--- src/sv/imhpq_pkg.sv ---
// shared types and constants of the indexed min-heap priority queue
`timescale 1ns / 1ps
`default_nettype none
package imhpq_pkg;
	localparam int CAP_W = 10;
	localparam int CAPACITY = 1 << CAP_W;
	localparam int HANDLE_W = 10;
	localparam int HANDLE_COUNT = 1 << HANDLE_W;
	localparam int KEY_W = 32;
	localparam int CNT_W = CAP_W + 1;
	localparam int QDEPTH = 2;

	localparam logic [1:0] REQ_PUSH = 2'd0;
	localparam logic [1:0] REQ_EXTRACT = 2'd1;
	localparam logic [1:0] REQ_DECREASE = 2'd2;

	localparam logic [2:0] ST_ACCEPTED = 3'd0;
	localparam logic [2:0] ST_MIN = 3'd1;
	localparam logic [2:0] ST_EMPTY = 3'd2;
	localparam logic [2:0] ST_FULL = 3'd3;
	localparam logic [2:0] ST_REJECT = 3'd4;
	localparam logic [2:0] ST_DUP = 3'd5;

	typedef struct packed {
		logic [1:0] req_type;
		logic signed [KEY_W-1:0] key;
		logic [HANDLE_W-1:0] handle;
	} req_t;

	typedef struct packed {
		logic [2:0] status;
		logic signed [KEY_W-1:0] min_key;
		logic [HANDLE_W-1:0] min_handle;
	} rsp_t;
endpackage
`default_nettype wire

--- src/sv/imhpq_front.sv ---
// front end: request intake and a short request queue
`timescale 1ns / 1ps
`default_nettype none
module imhpq_front (
	input wire logic clk,
	input wire logic arst_n,
	input wire logic in_valid,
	output logic in_ready,
	input wire imhpq_pkg::req_t in_req,
	output logic q_valid,
	input wire logic q_ready,
	output imhpq_pkg::req_t q_req
);
	imhpq_pkg::req_t buf_q [imhpq_pkg::QDEPTH];
	logic wp_q, rp_q;
	logic [1:0] cnt_q;
	logic push, pop;

	assign in_ready = cnt_q != 2'(imhpq_pkg::QDEPTH);
	assign q_valid = cnt_q != 2'd0;
	assign q_req = buf_q[rp_q];
	assign push = in_valid && in_ready;
	assign pop = q_valid && q_ready;

	always_ff @(posedge clk) begin
		if (push) buf_q[wp_q] <= in_req;
	end

	always_ff @(posedge clk or negedge arst_n) begin
		if (!arst_n) begin
			wp_q <= 1'b0;
			rp_q <= 1'b0;
			cnt_q <= 2'd0;
		end else begin
			if (push) wp_q <= ~wp_q;
			if (pop) rp_q <= ~rp_q;
			cnt_q <= cnt_q + 2'(push) - 2'(pop);
		end
	end
endmodule
`default_nettype wire

--- config.mk ---
export PLATFORM = sky130hd
export DESIGN_NAME = imhpq_front
export DESIGN_NICKNAME = d
export VERILOG_FILES = /design/src/sv/imhpq_pkg.sv /design/src/sv/imhpq_front.sv
export SDC_FILE = /design/constraint.sdc
export NUM_CORES = 1
export LEC_CHECK = 0
export BUFFER_PORTS_ARGS = -buffer_cell sky130_fd_sc_hd__buf_2
export CAP_MARGIN = 40
export CORE_MARGIN = 2
export CORE_UTILIZATION = 42
export CTS_BUF_LIST = sky130_fd_sc_hd__clkbuf_8
export DETAILED_ROUTE_END_ITERATION = 7
export PLACE_DENSITY = 0.7
export SLEW_MARGIN = 15
export SYNTH_ARGS = -nofsm -noshare
export SYNTH_HDL_FRONTEND = slang
export SYNTH_SLANG_ARGS = --single-unit
--- constraint.sdc ---
create_clock -name clk -period 9.11 [get_ports clk]
set_input_delay 0.4555 -clock clk [delete_from_list [all_inputs] [get_ports clk]]
set_output_delay 0.4555 -clock clk [all_outputs]
set_load 0.01 [all_outputs]
# After elaboration in Yosys (flattened, before gate mapping)
# Memory sizes are Yosys's and may differ from the RTL's.
# Cells that the tools add are included.
# op_classes
addsub,2
eq_ne,1
muxes,2
n_bitwise,2
n_reduce_logical,3
# op_table
op,count
$add 2x1->2,1
$logic_and 1x1->1,2
$mux 1,2
$ne 2x2->1 const B,1
$not 1->1,2
$reduce_bool 2->1,1
$sub 2x1->2,1
# word_totals
register_bits,4
mem_bits_rw,88
input_bits,48
out_inout_bits,46
elab_cells,14
n_memories,1
# memory_table
name,depth,word_bits,read_ports,rd_ports_with_merged_regs,write_ports,line_no,text
buf_q,2,44,1,0,1,imhpq_front.sv:14,imhpq_pkg::req_t buf_q [imhpq_pkg::QDEPTH];

# Longest topological paths before layout
# Gate-level depths: netlist of the first run.
# logic_depth
word_depth,4
ltp_mapped,7
ltp_nobuf,7

# Worst setup path before layout of the first run
# Ideal clock, no wire load.
# synth_path
kind,register -> register
from,reg cnt_q[1]
to,"mem buf_q[0][0] (netlist name), enable pin"
setup_time_ns,0.445
arrival_time_ns,2.512
required_time_ns,8.665
path_slack_ns,6.152
stages_incl_launch_ff,4
n_path_buf,0
synth_period_minus_slack_ns,2.958
cell_sequence,dfrtp_1 -> nand2b_1 -> nand2_1 -> nor2_1
# synth_between
elab_chain_len,4
# synth_lines
item,line_no,text
from (decl),imhpq_front.sv:16,logic [1:0] cnt_q;
from (signal assigned),imhpq_front.sv:37,cnt_q <= cnt_q + 2'(push) - 2'(pop);
$ne 2x2->1,imhpq_front.sv:19,assign in_ready = cnt_q != 2'(imhpq_pkg::QDEPTH);
net in_ready,imhpq_front.sv:8,"output logic in_ready,"
$logic_and 1x1->1,imhpq_front.sv:22,assign push = in_valid && in_ready;
$mux 1,imhpq_front.sv:26,if (push) buf_q[wp_q] <= in_req;
$mux 1 (implied by the code),imhpq_front.sv:26,
to (decl),imhpq_front.sv:14,
# The timed path passes the listed nets, and every way through them passes these cells.

==> flow_summary.yaml, run 1 <==
cts:
  cts_hold_buffers: 1
  ctsResizeCount: 0
  post-cts-setup-buffers: 0
  cts_buffers: 9
  cts_max_level: 3
  clk_path_buf_depth: 2
  path_clk_slew_ps: 80
  clkSinkCount: 92
  cts_tree: "yes"
  clock_latency_ps: 340
  cts-root-buf: "clkbuf_8"
setup_path:
  critical_path_class: "register to primary output"
  ff2ff_path_depth: 4
  r2r_start: "cnt_q[1]"
  critPathRequiredTime_ps: 8650
  startpoint_type: "register"
  rrSetupSlack_ps: 7230
  cp.arrival_ps: 2040
  end_kind: "primary output"
  timing.rr.end: "buf_q[0][13]"
  critPathMaxFanout: 35
routing:
  antenna_left: 0
  routedWlPerCell_um: 15.22
  first_iter_violations: 47
  vias: 1705
  vias_per_cell: 4.646
  drtPass1Iterations: 4
  post-route-drc-count: 0
  drt_wl_total_mm: 5.587
grt:
  antenna_found_initial: 0
  grt_overflow: 0
  grt_max_degree: 36
  track_usage_pct: 12.79
  grt_first_pass_wirelength_mm: 8.438
  grt_pass1_vias: 1721
sta:
  worst_slew_pin_slew_ps: 629.7
  finClkSkew_ps: 6.108
  fin_crit_ps: 2493
  clock.fmax_mhz: 401.1
  tns_ps: 0
  rsz0062_at_grt: "false"
  fin_crit_sh_pct: 27.37
  whs_ps: 291.3
  slew_violations: 0
  timing.slew.headroom_pct: 58.02
  setup_viol: 0
  hold_violations: 0
logic_synthesis:
  synth.distinct_cells: 15
  yosys_warnings: 0
  synthCells: 154
  synth_seq_cells: 92
  avgSynthCellArea_um2: 22.98
  syn_area_mm2: 0.003540
  syn-num-nets: 204
  ys_seq_area_share_pct: 77.48
outcome:
  status: "finished, final reports clean"
place:
  port_buffers: 93
  gp_congestion: 0.6736
  dp_hpwl_mm: 3.865
final_layout:
  syn2layout_area_growth_pct: 23.12
  insertedDiodeCount: 0
  fin_nets: 307
  drive_gt1_share_pct: 60.31
die:
  die_area_mm2: 0.009178
  start_util_pct: 43.30
  io_pins: 94
  num_rows: 33
  die_w_um: 95.80
  die_height_um: 95.80
  core_mm2: 0.008175
worst_hold_path:
  hold_class: "primary input to register"
  holdPathEnd: "buf_q[0][41]"
  min_from: "in_req[41]"
  min_path_cells: 1
power:
  leakage_nw: 1.744
  irDropWorstVdd_mv: 0.1855
  power.density_mw_per_mm2: 311.7
job:
  max-cap-violations: 0
power by group:
part	switching, mW	total, mW	internal (mW)
logic	0.217	0.456	0.239
clock network	0.133	0.286	0.153
registers	0.0373	0.617	0.579
cells by family (layout without fill, tap and decap cells):
group                    Yosys count  after routing  share of synthesized area, %
flip-flops                        92             92                         77.48
multiplexers                      44             44                         18.13
AND/OR/NAND/NOR                    6              6                        0.9899
buffers and inverters              6            114                         1.696
XOR/XNOR                           4              4                        0.9899
adder cells (fa/ha/maj)            2              2                        0.7069
how the worst max path moves through the flow:
stage             start           to  slack [ps]  depth (start not counted)
6_report           rp_q     q_req[0]        6620                          3
5_1_grt            rp_q     q_req[0]        6490                          3
4_1_cts            rp_q     q_req[0]        6560                          3
3_5_place_dp       rp_q     q_req[0]        6960                          3
3_3_place_gp       rp_q     q_req[3]        6960                          3
2_1_floorplan  cnt_q[1]  buf_q[0][0]        6150                          3
placed cells by master (no fill, tap or decap), types with 2 or more instances in the layout:
cell	n
edfxtp_1	88
clkbuf_8	9
dfrtp_1	3
buf_2	93
mux2_2	5
xnor2_1	3
bufinv_16	2
mux2_4	39
clkinv_1	2
ha_1	2
clkinvlp_4	2
buf_4	2
layer usage:
layer	vias up	share of wire [%]	global-route usage (%)	routed length (um)
met5	-	0	0	0
met4	0	1.8	6.071	101
met3	11	8.7	3.681	485
met2	75	49	21.39	2712
met1	808	41	15.25	2288
li1	811	-	-	-
cell usage after synthesis:
master / count / area share, %
mux2_2: 5 / 1.6
and2_4: 1 / 0.25
nand2_1: 1 / 0.11
nand2b_1: 1 / 0.18
dfrtp_1: 4 / 2.8
ha_1: 2 / 0.71
mux2_4: 39 / 17
buf_6: 5 / 1.6
edfxtp_1: 88 / 75
xor2_1: 1 / 0.25
and3_1: 1 / 0.18
inv_1: 1 / 0.11
xnor2_1: 3 / 0.74
or2_1: 1 / 0.18
nor2_1: 1 / 0.11
worst max-delay path, cell delays in order (launching register included):
cell	delay (ps)
dfrtp_2	550
buf_4	600
mux2_2	400
buf_2	140
metrics by stage:
step / power (mW) / worst slack [ps] / instance area (um^2) / util, % / std cells
floorplan: 0.9516 / 6152 / 3540 / - / 154
global placement: 1.078 / 6957 / 4105 / 50.21 / 349
detailed placement: 1.093 / 6956 / 4133 / 50.55 / 350
CTS: 1.381 / 6564 / 4358 / 53.31 / 367
global route: 1.433 / 6490 / 4358 / 53.31 / 367
finish: 1.359 / 6617 / 4358 / 53.31 / 367
final cells by class:
type	count	area, um^2
fillers	650	3817
flip-flops and latches	92	2744
multi-input cells	56	745.7
repair buffers	97	518.0
well taps	105	131.4
clock buffers	9	123.9
clock inverters	7	91.34
inverters	1	3.754
flip-flops by register name, indices dropped and copies added, names as in the netlist:
signal,flops
buf_q,88
cnt_q,2
rp_q,1
wp_q,1
Power figures use the tool's default switching activity.
==> run 2, diff against run 1 <==
--- a/config.mk
+++ b/config.mk
@@ -11,7 +11,7 @@
 export CORE_UTILIZATION = 42
 export CTS_BUF_LIST = sky130_fd_sc_hd__clkbuf_8
 export DETAILED_ROUTE_END_ITERATION = 7
-export PLACE_DENSITY = 0.7
+export PLACE_DENSITY = 0.73
 export SLEW_MARGIN = 15
 export SYNTH_ARGS = -nofsm -noshare
 export SYNTH_HDL_FRONTEND = slang
==> constraint.sdc (replaced) <==
create_clock -name clk -period 2.2 [get_ports clk]
set_input_delay 0.11 -clock clk [delete_from_list [all_inputs] [get_ports clk]]
set_output_delay 0.11 -clock clk [all_outputs]
set_load 0.01 [all_outputs]
==> flow_summary.yaml, run 2 (synthesis gave the netlist of run 1 again) <==
sta:
  clock.fmax_mhz: 526.9
  fin_ws_ps: 302.0
  fin_crit_ps: 1898
  slew_violations: 0
  hold_violations: 0
  tns_ps: 0
  setup_viol: 0
  finClkSkew_ps: 5.872
  fin_crit_sh_pct: 86.27
  rsz0062_at_grt: "false"
  whs_ps: 77.01
  timing.slew.headroom_pct: 76.04
  worst_slew_pin_slew_ps: 359.4
place:
  dp_hpwl_mm: 3.805
  placed_cells: 352
  placed_cell_area_mm2: 0.004140
  dp_slack_ps: 521.6
  gp_congestion: 0.6807
  port_buffers: 93
die:
  core_mm2: 0.008175
  num_rows: 33
  die_area_mm2: 0.009178
  start_util_pct: 43.30
  die_w_um: 95.80
  die_height_um: 95.80
  io_pins: 94
final_layout:
  final-instance-count-excl-fill: 413
  layout_commonest_cell: "buf_2"
  fin_nets: 353
  insertedDiodeCount: 0
  fin_util_pct: 58.11
  syn2layout_area_growth_pct: 34.22
  final_cell_mix: "buf_2, edfxtp_1, dlygate4sd3_1"
  regMostFlops: "buf_q"
  drive_gt1_share_pct: 51.62
  largest_reg_flops: 88
  top_regs: "buf_q x88, cnt_q x2"
  design_area_mm2: 0.004751
routing:
  wl_met2_mm: 3.013
  vias: 1900
  antenna_left: 0
  wl_met1_mm: 2.571
  routedWlPerCell_um: 14.92
  post-route-drc-count: 0
  met3_wirelength_um: 477
  drtPass1Iterations: 4
  vias_per_cell: 4.600
  drt_wl_total_mm: 6.162
  top_layer: "met4"
  first_iter_violations: 56
cts:
  cts_buffers: 9
  post-cts-setup-buffers: 0
  clkSinkCount: 92
  cts_hold_buffers: 45
  cts_max_level: 3
  clk_path_buf_depth: 2
  clock_latency_ps: 340
  ctsResizeCount: 0
  path_clk_slew_ps: 80
  cts_tree: "yes"
  cts-root-buf: "clkbuf_8"
setup_path:
  critical_path_class: "register to primary output"
  critPathRequiredTime_ps: 2090
  cp.arrival_ps: 1790
  end_kind: "primary output"
  startpoint_type: "register"
  critPathMaxFanout: 35
job:
  max-cap-violations: 0
power:
  irDropWorstVdd_mv: 0.7905
  p_total_mw: 5.470
  leakage_nw: 1.920
  power.density_mw_per_mm2: 1151
outcome:
  status: "finished, final reports clean"
grt:
  grt_max_degree: 36
  grt_pass1_vias: 1980
  grt_first_pass_wirelength_mm: 9.515
  antenna_found_initial: 0
  track_usage_pct: 14.38
  grt_overflow: 0
worst_hold_path:
  hold_class: "primary input to async pin"
==> run 2: power by group <==
| group | total, mW | switching, mW | internal [mW] |
|---|---|---|---|
| Clock | 0.932 | 0.538 | 0.394 |
| Combinational | 1.98 | 0.930 | 1.05 |
| Sequential | 2.56 | 0.158 | 2.40 |
==> run 2: layer usage <==
| metal | GRT usage [%] | vias to the layer above |
|---|---|---|
| li1 | - | 898 |
| met1 | 16.46 | 919 |
| met2 | 24.30 | 73 |
| met3 | 4.855 | 10 |
| met4 | 6.786 | 0 |
| met5 | 0 | - |
==> run 2: path summary, 6_finish.rpt <==
path                            startpoint        to  slack, ps  cells after the start
worst max-delay path                  rp_q  q_req[2]        300                      3
worst min-delay path                arst_n  cnt_q[0]         80                      2
worst max register to register    cnt_q[1]  cnt_q[1]        500                      7
worst min register to register    cnt_q[0]  cnt_q[0]        530                      1
max in group asynchronous           arst_n      rp_q       1990                      2
min in group clk                   q_ready      rp_q         80                      3
==> run 2: area by class of cell <==
cell class                      count  area (um^2)
Clock buffer                        9        123.9
Clock inverter                      7        36.28
Fill cell                         624         3425
Inverter                            1        3.754
Multi-Input combinational cell     56        745.7
Sequential cell                    92         2744
Tap cell                          105        131.4
Timing Repair Buffer              143        965.9
==> run 2: critical path: stages, from the launching register on <==
cell and delay [ps]:
dfrtp_2 590, buf_12 320, mux2_2 380, buf_2 140
